==> config.mk <==
export PLATFORM = sky130hd
export DESIGN_NAME = integer_to_radix_digits_flat
export DESIGN_NICKNAME = d
export VERILOG_FILES = /design/src/hw/rtl/i2rd_pkg.sv /design/src/hw/rtl/i2rd_value_if.sv /design/src/hw/rtl/i2rd_char_if.sv /design/src/hw/rtl/integer_to_radix_digits.sv /design/src/flat_wrapper.sv
export SDC_FILE = /design/constraint.sdc
export NUM_CORES = 1
export LEC_CHECK = 0
export BUFFER_PORTS_ARGS = -buffer_cell sky130_fd_sc_hd__buf_2
export CAP_MARGIN = 40
export CELL_PAD_IN_SITES_DETAIL_PLACEMENT = 0
export CELL_PAD_IN_SITES_GLOBAL_PLACEMENT = 1
export CORE_MARGIN = 2
export CORE_UTILIZATION = 44
export DETAILED_ROUTE_END_ITERATION = 7
export HOLD_SLACK_MARGIN = 0.02
export PLACE_DENSITY_LB_ADDON = 0.1
export SYNTH_ARGS = -nofsm -noshare
export SYNTH_HDL_FRONTEND = slang
export SYNTH_SLANG_ARGS = --single-unit
==> constraint.sdc <==
create_clock -name clk -period 13.1 [get_ports clk]
set_input_delay 0.655 -clock clk [delete_from_list [all_inputs] [get_ports clk]]
set_output_delay 0.655 -clock clk [all_outputs]
set_load 0.005 [all_outputs]
==> src/hw/rtl/i2rd_pkg.sv <==
// ----------------------------------------------------------------------------
// i2rd_pkg: shared types and constants for integer_to_radix_digits
// Field widths, character codes, register map and controller state encoding.
// ----------------------------------------------------------------------------
package i2rd_pkg;

    // Field and bus widths
    localparam int VALUE_W     = 32;
    localparam int CHAR_W      = 8;
    localparam int BASE_W      = 5;
    localparam int DIGIT_W     = 4;
    localparam int APB_DATA_W  = 64;
    localparam int APB_ADDR_W  = 5;
    localparam int REG_IDX_LSB = 3;

    // Alphabet limits and derived sizes
    localparam int MAX_BASE       = 16;
    localparam int MAX_CHARS      = 33;
    localparam int STACK_DEPTH    = MAX_CHARS - 1;
    localparam int NUM_W          = $clog2(MAX_CHARS);
    localparam int BYTES_PER_WORD = VALUE_W / CHAR_W;
    localparam int BYTE_CNT_W     = $clog2(BYTES_PER_WORD);
    localparam int ALPHA_W        = MAX_BASE * CHAR_W;

    typedef logic signed [VALUE_W-1:0] value_t;
    typedef logic [CHAR_W-1:0]         char_t;
    typedef logic [DIGIT_W-1:0]        digit_t;

    // Character codes
    localparam char_t CHAR_PLUS  = 8'h2B;
    localparam char_t CHAR_MINUS = 8'h2D;
    localparam char_t CHAR_0     = 8'h30;
    localparam char_t CHAR_9     = 8'h39;
    localparam char_t CHAR_LC_A  = 8'h61;
    localparam char_t CHAR_LC_Z  = 8'h7A;
    localparam char_t CHAR_UC_A  = 8'h41;
    localparam char_t CHAR_UC_Z  = 8'h5A;

    // Register map (index = paddr / 8)
    typedef enum logic [1:0] {
        REG_BASE_SIZE   = 2'd0,
        REG_DIGITS_LOW  = 2'd1,
        REG_DIGITS_HIGH = 2'd2
    } reg_index_t;

    // Controller states
    typedef enum logic [3:0] {
        ST_IDLE   = 4'b0001,
        ST_DIVIDE = 4'b0010,
        ST_SIGN   = 4'b0100,
        ST_EMIT   = 4'b1000
    } state_t;

endpackage

==> src/hw/rtl/i2rd_value_if.sv <==
// ----------------------------------------------------------------------------
// i2rd_value_if: input channel carrying one signed integer
// Valid/ready handshake; a transfer happens when both are high at a clock edge.
// ----------------------------------------------------------------------------
interface i2rd_value_if import i2rd_pkg::*; ();

    logic   valid;
    logic   ready;
    value_t value;

    modport source (output valid, output value, input ready);
    modport sink   (input valid, input value, output ready);

endinterface

==> src/hw/rtl/i2rd_char_if.sv <==
// ----------------------------------------------------------------------------
// i2rd_char_if: output channel carrying one character of a number
// Valid/ready handshake; last marks the final character of each number.
// ----------------------------------------------------------------------------
interface i2rd_char_if import i2rd_pkg::*; ();

    logic  valid;
    logic  ready;
    char_t character;
    logic  last;

    modport source (output valid, output character, output last, input ready);
    modport sink   (input valid, input character, input last, output ready);

endinterface

==> src/hw/rtl/integer_to_radix_digits.sv <==
// ----------------------------------------------------------------------------
// integer_to_radix_digits: signed integer to text in a configurable radix
// Converts each 32-bit value to its digit characters, most significant first.
//
//   channel    direction  handshake             payload
//   value_in   in         valid/ready           value (signed 32 bits)
//   char_out   out        valid/ready           character (8 bits), last
//   apb        in         psel/penable/pwrite   paddr (5 bits), pwdata/prdata (64)
//
// Each digit comes from a long division by the radix that consumes one byte
// of the magnitude per cycle, with the digits pushed on a stack.
// Characters then leave the stack one per cycle while the output accepts them,
// after a leading '-' for a negative value.
// A value arriving with a rejected alphabet is taken and dropped.
// Output stalls hold the character register and pause the emit phase only.
// Reset clears the configuration registers, which rejects every alphabet.
// ----------------------------------------------------------------------------
module integer_to_radix_digits import i2rd_pkg::*; (
    input  logic                  clk,
    input  logic                  rst_n,
    i2rd_value_if.sink            value_in,
    i2rd_char_if.source           char_out,
    input  logic                  psel,
    input  logic                  penable,
    input  logic                  pwrite,
    input  logic [APB_ADDR_W-1:0] paddr,
    input  logic [APB_DATA_W-1:0] pwdata,
    output logic [APB_DATA_W-1:0] prdata,
    output logic                  pready
);

    // Configuration registers
    logic [BASE_W-1:0]     base_size_reg;
    logic [APB_DATA_W-1:0] digits_low_reg;
    logic [APB_DATA_W-1:0] digits_high_reg;

    // Controller and datapath state
    state_t                state_reg, state_next;
    logic [VALUE_W-1:0]    mag_reg, mag_next;
    digit_t                rem_reg, rem_next;
    logic [BYTE_CNT_W-1:0] byte_cnt_reg, byte_cnt_next;
    logic                  neg_reg, neg_next;
    logic [NUM_W-1:0]      nd_reg, nd_next;
    digit_t                stack_reg [STACK_DEPTH];
    digit_t                stack_next [STACK_DEPTH];
    logic                  out_valid_reg, out_valid_next;
    char_t                 char_reg, char_next;
    logic                  last_reg, last_next;

    logic                  wr_en;
    reg_index_t            reg_index;
    logic [ALPHA_W-1:0]    alphabet;
    logic                  alpha_ok;
    logic                  in_fire;
    logic                  out_free;
    logic [VALUE_W-1:0]    mag_in;
    logic [CHAR_W-1:0]     quo_byte;
    digit_t                rem_step;
    logic [VALUE_W-1:0]    quotient;

    // ------------------------------------------------------------------
    // Configuration port
    // ------------------------------------------------------------------
    assign pready    = 1'b1;
    assign wr_en     = psel && penable && pwrite;
    assign reg_index = reg_index_t'(paddr[APB_ADDR_W-1:REG_IDX_LSB]);

    // Write the addressed register
    always_ff @(posedge clk or negedge rst_n)
    begin
        if (!rst_n)
        begin
            base_size_reg   <= '0;
            digits_low_reg  <= '0;
            digits_high_reg <= '0;
        end
        else if (wr_en)
        begin
            unique case (reg_index)
                REG_BASE_SIZE:   base_size_reg   <= pwdata[BASE_W-1:0];
                REG_DIGITS_LOW:  digits_low_reg  <= pwdata;
                REG_DIGITS_HIGH: digits_high_reg <= pwdata;
                default: ;
            endcase
        end
    end

    // Read back the addressed register
    always_comb
    begin
        unique case (reg_index)
            REG_BASE_SIZE:   prdata = APB_DATA_W'(base_size_reg);
            REG_DIGITS_LOW:  prdata = digits_low_reg;
            REG_DIGITS_HIGH: prdata = digits_high_reg;
            default:         prdata = '0;
        endcase
    end

    // ------------------------------------------------------------------
    // Alphabet check: size, leading alphanumeric, no signs, no repeats
    // ------------------------------------------------------------------
    assign alphabet = {digits_high_reg, digits_low_reg};

    always_comb
    begin
        char_t c0;
        char_t ci;
        logic  bad;
        c0  = alphabet[CHAR_W-1:0];
        bad = (base_size_reg < BASE_W'(2)) || (base_size_reg > BASE_W'(MAX_BASE));
        if (!((c0 >= CHAR_0 && c0 <= CHAR_9) || (c0 >= CHAR_LC_A && c0 <= CHAR_LC_Z) ||
              (c0 >= CHAR_UC_A && c0 <= CHAR_UC_Z)))
        begin
            bad = 1'b1;
        end
        for (int i = 0; i < MAX_BASE; i++)
        begin
            ci = alphabet[i*CHAR_W +: CHAR_W];
            if (BASE_W'(i) < base_size_reg)
            begin
                if (ci == CHAR_PLUS || ci == CHAR_MINUS)
                begin
                    bad = 1'b1;
                end
                for (int j = 0; j < i; j++)
                begin
                    if (alphabet[j*CHAR_W +: CHAR_W] == ci)
                    begin
                        bad = 1'b1;
                    end
                end
            end
        end
        alpha_ok = !bad;
    end

    // ------------------------------------------------------------------
    // Handshakes and input magnitude
    // ------------------------------------------------------------------
    assign value_in.ready = (state_reg == ST_IDLE);
    assign in_fire        = value_in.valid && (state_reg == ST_IDLE);
    assign out_free       = !out_valid_reg || char_out.ready;
    assign mag_in         = value_in.value[VALUE_W-1] ? (VALUE_W'(0) - VALUE_W'(value_in.value))
                                                      : VALUE_W'(value_in.value);

    assign char_out.valid     = out_valid_reg;
    assign char_out.character = char_reg;
    assign char_out.last      = last_reg;

    // ------------------------------------------------------------------
    // One byte of long division by the radix: eight restoring steps
    // ------------------------------------------------------------------
    always_comb
    begin
        logic [DIGIT_W:0] part;
        digit_t           rem;
        part     = '0;
        rem      = rem_reg;
        quo_byte = '0;
        for (int i = CHAR_W - 1; i >= 0; i--)
        begin
            part = {rem, mag_reg[VALUE_W-CHAR_W+i]};
            if (part >= base_size_reg)
            begin
                part        = part - base_size_reg;
                quo_byte[i] = 1'b1;
            end
            rem = part[DIGIT_W-1:0];
        end
        rem_step = rem;
    end

    assign quotient = {mag_reg[VALUE_W-CHAR_W-1:0], quo_byte};

    // ------------------------------------------------------------------
    // Controller: divide digit by digit, then emit any sign and the digits
    // ------------------------------------------------------------------
    always_comb
    begin
        state_next     = state_reg;
        mag_next       = mag_reg;
        rem_next       = rem_reg;
        byte_cnt_next  = byte_cnt_reg;
        neg_next       = neg_reg;
        nd_next        = nd_reg;
        stack_next     = stack_reg;
        out_valid_next = out_valid_reg && !char_out.ready;
        char_next      = char_reg;
        last_next      = last_reg;

        unique case (state_reg)
            ST_IDLE:
            begin
                // Take a value; drop it when the alphabet is rejected
                if (in_fire && alpha_ok)
                begin
                    mag_next      = mag_in;
                    neg_next      = value_in.value[VALUE_W-1];
                    rem_next      = '0;
                    byte_cnt_next = '0;
                    nd_next       = '0;
                    state_next    = ST_DIVIDE;
                end
            end
            ST_DIVIDE:
            begin
                // Shift the magnitude one byte, quotient byte enters at the bottom
                mag_next      = quotient;
                rem_next      = rem_step;
                byte_cnt_next = byte_cnt_reg + BYTE_CNT_W'(1);
                if (byte_cnt_reg == BYTE_CNT_W'(BYTES_PER_WORD - 1))
                begin
                    // Push the finished digit and restart the remainder
                    stack_next[0] = rem_step;
                    for (int k = 1; k < STACK_DEPTH; k++)
                    begin
                        stack_next[k] = stack_reg[k-1];
                    end
                    nd_next  = nd_reg + NUM_W'(1);
                    rem_next = '0;
                    if (quotient == '0)
                    begin
                        state_next = neg_reg ? ST_SIGN : ST_EMIT;
                    end
                end
            end
            ST_SIGN:
            begin
                if (out_free)
                begin
                    out_valid_next = 1'b1;
                    char_next      = CHAR_MINUS;
                    last_next      = 1'b0;
                    state_next     = ST_EMIT;
                end
            end
            ST_EMIT:
            begin
                // Pop the most significant digit into the output register
                if (out_free)
                begin
                    out_valid_next = 1'b1;
                    char_next      = alphabet[{stack_reg[0], 3'b000} +: CHAR_W];
                    last_next      = (nd_reg == NUM_W'(1));
                    for (int k = 0; k < STACK_DEPTH - 1; k++)
                    begin
                        stack_next[k] = stack_reg[k+1];
                    end
                    nd_next = nd_reg - NUM_W'(1);
                    if (nd_reg == NUM_W'(1))
                    begin
                        state_next = ST_IDLE;
                    end
                end
            end
            default:
            begin
                state_next = ST_IDLE;
            end
        endcase
    end

    // Control registers
    always_ff @(posedge clk or negedge rst_n)
    begin
        if (!rst_n)
        begin
            state_reg     <= ST_IDLE;
            out_valid_reg <= 1'b0;
            byte_cnt_reg  <= '0;
            nd_reg        <= '0;
            rem_reg       <= '0;
        end
        else
        begin
            state_reg     <= state_next;
            out_valid_reg <= out_valid_next;
            byte_cnt_reg  <= byte_cnt_next;
            nd_reg        <= nd_next;
            rem_reg       <= rem_next;
        end
    end

    // Payload registers
    always_ff @(posedge clk)
    begin
        mag_reg   <= mag_next;
        neg_reg   <= neg_next;
        stack_reg <= stack_next;
        char_reg  <= char_next;
        last_reg  <= last_next;
    end

    // ------------------------------------------------------------------
    // Assertions
    // ------------------------------------------------------------------
    a_rem_below_radix: assert property (@(posedge clk) disable iff (!rst_n)
        (state_reg == ST_DIVIDE) |-> (rem_reg < base_size_reg))
        else $error("division remainder not below radix");

    a_stack_bound: assert property (@(posedge clk) disable iff (!rst_n)
        nd_reg <= NUM_W'(STACK_DEPTH))
        else $error("digit stack overflow");

    a_emit_nonempty: assert property (@(posedge clk) disable iff (!rst_n)
        (state_reg == ST_EMIT || state_reg == ST_SIGN) |-> (nd_reg != '0))
        else $error("emit phase with empty digit stack");

    a_reject_drops: assert property (@(posedge clk) disable iff (!rst_n)
        (in_fire && !alpha_ok) |=> (state_reg == ST_IDLE))
        else $error("value with rejected alphabet was not dropped");

endmodule
==> src/flat_wrapper.sv <==
// flat-port wrapper written by rule: the top's interface ports become plain ports
module integer_to_radix_digits_flat import i2rd_pkg::*;
  (clk, rst_n, psel, penable, pwrite, paddr, pwdata, prdata, pready, value_in_valid, value_in_value, value_in_ready, char_out_valid, char_out_character, char_out_last, char_out_ready);
  i2rd_value_if value_in_i ();
  i2rd_char_if char_out_i ();
  input  logic clk;
  input  logic rst_n;
  input  logic psel;
  input  logic penable;
  input  logic pwrite;
  input  logic [APB_ADDR_W-1:0] paddr;
  input  logic [APB_DATA_W-1:0] pwdata;
  output logic [APB_DATA_W-1:0] prdata;
  output logic pready;
  input wire logic [$bits(value_in_i.valid)-1:0] value_in_valid;
  input wire logic [$bits(value_in_i.value)-1:0] value_in_value;
  output wire logic [$bits(value_in_i.ready)-1:0] value_in_ready;
  output wire logic [$bits(char_out_i.valid)-1:0] char_out_valid;
  output wire logic [$bits(char_out_i.character)-1:0] char_out_character;
  output wire logic [$bits(char_out_i.last)-1:0] char_out_last;
  input wire logic [$bits(char_out_i.ready)-1:0] char_out_ready;
  assign value_in_i.valid = value_in_valid;
  assign value_in_i.value = value_in_value;
  assign value_in_ready = value_in_i.ready;
  assign char_out_valid = char_out_i.valid;
  assign char_out_character = char_out_i.character;
  assign char_out_last = char_out_i.last;
  assign char_out_i.ready = char_out_ready;
  integer_to_radix_digits u_core (.clk(clk), .rst_n(rst_n), .value_in(value_in_i), .char_out(char_out_i), .psel(psel), .penable(penable), .pwrite(pwrite), .paddr(paddr), .pwdata(pwdata), .prdata(prdata), .pready(pready));
endmodule
Word level (Yosys, flattened, before mapping)
Index checks and enable logic that the tools add are counted.
Widths: inputs -> output; s select.
Operators by class
  add/sub/neg operators: 12
  reduce and logical (&&, ||, !) cells: 48
  shift-type cells: 1
  mux-type cells: 201
  equal/unequal tests: 166
  $lt $le $gt $ge: 32
Operators by type and width (count)
  $eq 8x8->1: 120
  $eq 8x6->1 const B: 32
  $pmux 124 s2: 1
  $pmux 64 s3: 1
  $mux 1: 165
  $mux 128: 1
  $shiftx 128x8->8: 1
  $mux 124: 1
  $mux 4: 17
  $mux 32: 2
  $pmux 32 s2: 1
  $ge 5x5->1: 8
  $lt 4x5->1 const A: 8
  $logic_not 32->1: 1
  $sub 1x32->32 const A: 1
  $sub 4x4->4: 8
  $logic_or 1x1->1: 20
  $lt 3x5->1 const A: 4
  $mux 6: 3
  $pmux 6 s3: 1
  $ge 8x7->1 const B: 2
  $le 8x7->1 const B: 2
  $mux 8: 2
  $pmux 4 s4: 1
  32 further kinds: 57
Storage, ports and cells
  output and inout port bits: 76
  register bits after elaboration: 320

Depth between registers and ports, before layout
  word-level depth: 161
  gate-level depth with buffers: 76

Worst setup path after synthesis
OpenSTA, ideal clock, no wires.
  path kind: register to register
  start: register u_core.base_size_reg[1]
  end: register u_core.state_reg[1]
  buffers on the path: 6
  cell stages (with the launch flop): 73
  library setup time: 0.127 ns
  data arrival time: 12.869 ns
  period minus slack after synthesis: 12.996 ns
  data required time: 12.973 ns
  path slack: 0.104 ns
  path through: dfrtp_1 -> clkbuf_1 -> inv_1 -> ha_1 -> nor2b_1 -> o21ai_0 -> nand2b_1 -> a31o_2 -> a21o_1 -> a21o_1 -> clkbuf_1 -> mux2i_1 -> ha_1 -> a21o_1 -> a21o_1 -> a21o_1 -> a21o_1 -> o21ai_0 -> (+37 left out) -> o21ai_0 -> nand2b_1 -> a31o_2 -> a21o_1 -> a21o_1 -> clkbuf_1 -> a21oi_1 -> ha_1 -> o21ai_0 -> nand2b_1 -> a21oi_1 -> nor2b_1 -> o21ai_0 -> nand2b_1 -> clkbuf_1 -> nor4_1 -> a31oi_1 -> or2_2
On the way
  longest elaborated chain between the ends: 159
  elaborated cells on any way between the ends: 208
  classes of those cells: add/sub (7); order compare (26); eq/ne (2); mux (168); reduce/logical (5)
Ends and longest elaborated chain
  start: declaration: RTL line integer_to_radix_digits.sv:33  | logic [BASE_W-1:0] base_size_reg;
  start signal: assignment: RTL line integer_to_radix_digits.sv:80  | REG_BASE_SIZE: base_size_reg <= pwdata[BASE_W-1:0];
  $lt 5x2->1 / $gt 5x5->1 (equally long branches): RTL line integer_to_radix_digits.sv:110  | bad = (base_size_reg < BASE_W'(2)) || (base_size_reg > BASE_W'(MAX_BASE));
  $logic_or 1x1->1: RTL line integer_to_radix_digits.sv:110
  $mux 1: RTL line integer_to_radix_digits.sv:111  | if (!((c0 >= CHAR_0 && c0 <= CHAR_9) || (c0 >= CHAR_LC_A && c0 <= CHAR_LC_Z) ||
  $mux 1: RTL line integer_to_radix_digits.sv:121  | if (ci == CHAR_PLUS || ci == CHAR_MINUS)
  $mux 1: RTL line integer_to_radix_digits.sv:119  | if (BASE_W'(i) < base_size_reg)
  $mux 1: RTL line integer_to_radix_digits.sv:121
  $mux 1: RTL line integer_to_radix_digits.sv:127  | if (alphabet[j*CHAR_W +: CHAR_W] == ci)
  $mux 1: RTL line integer_to_radix_digits.sv:119
  (+129 left out)
  $mux 1: RTL line integer_to_radix_digits.sv:119
  $mux 1: RTL line integer_to_radix_digits.sv:121
  $mux 1 (15 in series): RTL line integer_to_radix_digits.sv:127
  $mux 1: RTL line integer_to_radix_digits.sv:119
  $logic_not 1->1: RTL line integer_to_radix_digits.sv:134  | alpha_ok = !bad;
  $logic_and 1x1->1: RTL line integer_to_radix_digits.sv:195  | if (in_fire && alpha_ok)
  $ne 2x1->1 (no line)
  $reduce_and 6->1 (no line) (*)
  end signal: assignment: RTL line integer_to_radix_digits.sv:276  | state_reg <= state_next;
  end: declaration: RTL line integer_to_radix_digits.sv:38  | state_t state_reg, state_next;
Mark *: on every way between the ends. The rest lies on a longest branch, timed or not.
A chain may end at the register's enable or synchronous reset.

==> run_results.csv <==
group,metric,value,unit
run_status,status,"finished clean",
cells_and_area,fillCellCount,6276,
worst_setup_path,critPathBufInv,6,
routing,drc,0,
synthesis,synthesis.area,29500,um^2
routing,wl,112,mm
synthesis,synthFlopType,"edfxtp_1",
timing,worstMarginPinSlew,0.912,ns
routing,via_per_inst,6.17,
clock_network,cts.sinks,320,
clock_network,cts_htree_levels,2,
global_route,grt_max_degree,85,
global_route,grt_pass1_wl,166,mm
global_route,grt_pass1_vias,25400,
floorplanning,ios,184,
worst_setup_path,crit_family,"compound AO/OA/AOI/OAI gates",
placed_design,io_buffers,179,
worst_setup_path,critPathLaunchType,"flop",
routing,ant_nets,0,
floorplanning,core_area,66100,um^2
placed_design,dp_hpwl,71.5,mm
cells_and_area,multi_input_area,19000,um^2
cells_and_area,area_growth,10.5,%
worst_setup_path,crit_path_top_delay_cell,"dfrtp_1",
worst_setup_path,critPathRequiredTime,13.45,ns
timing,min_period,12.50,ns
cells_and_area,largest_register_ffs,128,
worst_setup_path,critPathMaxFanout,8,
worst_setup_path,endpoint_kind,"flop",
global_route,antenna_found_initial,1,
routing,wire_per_inst,27.3,um
clock_network,root_buffer,"clkbuf_16",
floorplanning,dieArea,69200,um^2
synthesis,syn_nets,3340,
cells_and_area,drive_gt1_share,19.7,%
worst_setup_path,path_common_cell,"ha_1",
worst_setup_path,cp.arrival,12.85,ns
worst_setup_path,r2r_slack,0.60,ns
synthesis,synth-seq-cells,320,
cells_and_area,diodes,0,
job,cap_violations,0,
timing,finClkSkew,0.0382,ns
clock_network,clockBufferDepth,3,
global_route,grt-ovfl-total,0,
routing,dr.first_iter.drc_count,2792,
clock_network,tritoncts,"yes",
min_path,hold_path.class,"in2async",
timing,finalSetupViolCount,0,
floorplanning,start_util,44.7,%
cells_and_area,utilization,49.4,%
floorplanning,die_x,263,um
cells_and_area,fin_nets,3362,
routing,first_pass_iters,5,
timing,hold_viol,0,
timing,max_freq,0.0800,GHz
clock_network,clk_pin_slew,0.06,ns
timing,min_period_over_period,95.4,%
synthesis,yosysWarnings,0,
synthesis,synth_cell_types,65,
synthesis,synthCells,3179,
clock_network,clock_latency,0.61,ns
cells_and_area,ff_latch_area,8860,um^2
clock_network,cts_buffers,40,
synthesis,postSynthAreaPerCell,9.29,um^2
placed_design,routabilityCongestion,0.935,
synthesis,synth_async_sr_flop_share,46.9,%
timing,drv_slew,0,
synthesis,synth_edf_count,170,
timing,max_slew_margin,39.2,%
global_route,grt_usage,31.6,%
routing,vias,25300,
floorplanning,die_y,263,um
synthesis,seq_area_frac_synth,30.0,%
worst_setup_path,critPathMaxStageDelay,0.40,ns
worst_setup_path,path_class,"reg2reg",
floorplanning,rows,94,
-- synthesized netlist by cell type, types with 40 or more instances --
cell / number / area, um^2
dfrtp_1: 149 / 3730
nand4_1: 141 / 882
a22o_1: 61 / 534
nand2_1: 356 / 1340
clkbuf_1: 96 / 360
nand3_1: 129 / 646
mux2_2: 148 / 1670
ha_1: 45 / 563
buf_2: 249 / 1250
mux4_2: 40 / 901
xnor2_1: 532 / 4660
edfxtp_1: 170 / 5100
xor2_1: 490 / 4290
nor4_1: 139 / 870
o21ai_0: 102 / 510
nor2_1: 41 / 154
-- final timing paths --
path | from | cells after the start | to
max in group asynchronous | rst_n | 3 | u_core.state_reg[0]$_DFFE_PN1P_
min | rst_n | 1 | u_core.digits_high_reg[55]$_DFFE_PN0P_
min reg2reg | u_core.stack_reg[4]$_DFFE_PP_ | 0 | u_core.stack_reg[0]$_DFFE_PP_
min in group clk | pwdata[55] | 2 | u_core.digits_high_reg[55]$_DFFE_PN0P_
max reg2reg | u_core.rem_reg[0]$_DFFE_PN0P_ | 67 | u_core.stack_reg[126]$_DFFE_PP_
max | u_core.rem_reg[0]$_DFFE_PN0P_ | 67 | u_core.stack_reg[126]$_DFFE_PP_
-- stage by stage --
stage	cell area [um^2]	hold WS (ns)	setup TNS [ns]	cells	setup slack [ns]
after floorplan	29500	0.359	0	3179	0.104
after global placement	31000	0.431	0	4005	0.214
after detailed placement	31200	0.446	-1.17	4016	-0.375
after CTS	32500	0.118	0	4090	0.0278
after global routing	32600	0.163	-0.0334	4097	-0.0197
final	32600	0.0776	0	4097	0.598
-- cell type report --
class                      count  share of cell area, %
tap                          864                   3.31
clock inverter                19                  0.552
multi-input combinational   2458                   58.1
clock buffer                  55                   3.40
inverter                      34                  0.391
sequential                   320                   27.2
timing repair buffer         347                   7.06
-- placed cells by master (no fill, tap or decap), types with 9 or more instances in the layout --
cell       Yosys  final
a21o_1        14     10
a21oi_1       33     31
a22o_1        61     61
buf_2        249    178
buf_4          8    156
clkbuf_1      96     11
clkbuf_16      0     41
dfrtp_1      149    148
edfxtp_1     170    170
ha_1          45     44
inv_1         34     34
mux2_2       148    148
mux2i_1       15     12
mux4_2        40     40
nand2_1      356    355
nand2b_1      13     11
nand3_1      129    129
nand4_1      141    141
nand4b_1       9      9
nor2_1        41     40
nor2b_1       14     12
nor3_1        10     10
nor4_1       139    138
nor4b_1       11     10
o211ai_1       9      9
o21ai_0      102     95
o31ai_1       12     12
xnor2_1      532    532
xor2_1       490    490
-- layer usage --
metal  vias up  track usage, %  share of wire [%]
li1      11000               -                  -
met1     12600            42.9                 42
met2      1335            46.4                 42
met3       326            7.95                9.9
met4         0            16.0                5.5
met5         -               0                  0
-- worst register-to-register path: cells and delay by family, from the launching register on --
family / cells / cell delay, ns
mux: 3 / 0.86
compound gates: 32 / 5.89
buf+inv: 6 / 0.59
simple gates: 18 / 2.20
flops: 1 / 0.40
fa+ha+maj: 8 / 2.32
-- what timing repair did --
item / 4_1_cts / 5_1_grt
pin swaps: 0 / 1
setup endpoints to repair: 9 / 12
buffers inserted: 0 / 6
hold buffers: 0 / 0
gates resized for setup: 7 / 20
-- cells by family (layout without fill, tap and decap cells) --
logic type	count (synthesis)	count (layout)	synth area share (%)
buffers and inverters	401	455	6.25
AOI/OAI and AO/OA	282	282	6.32
adders and majority gates	53	53	2.45
DFF	320	320	30.0
muxes	203	203	9.20
and+or+nand+nor	897	897	15.4
other	1	1	0.0127
xor gates and xnor gates	1022	1022	30.3
Power is left out: the tool's default activity adds up to more than one toggle a clock period on the data nets, which glitch-free logic cannot reach.
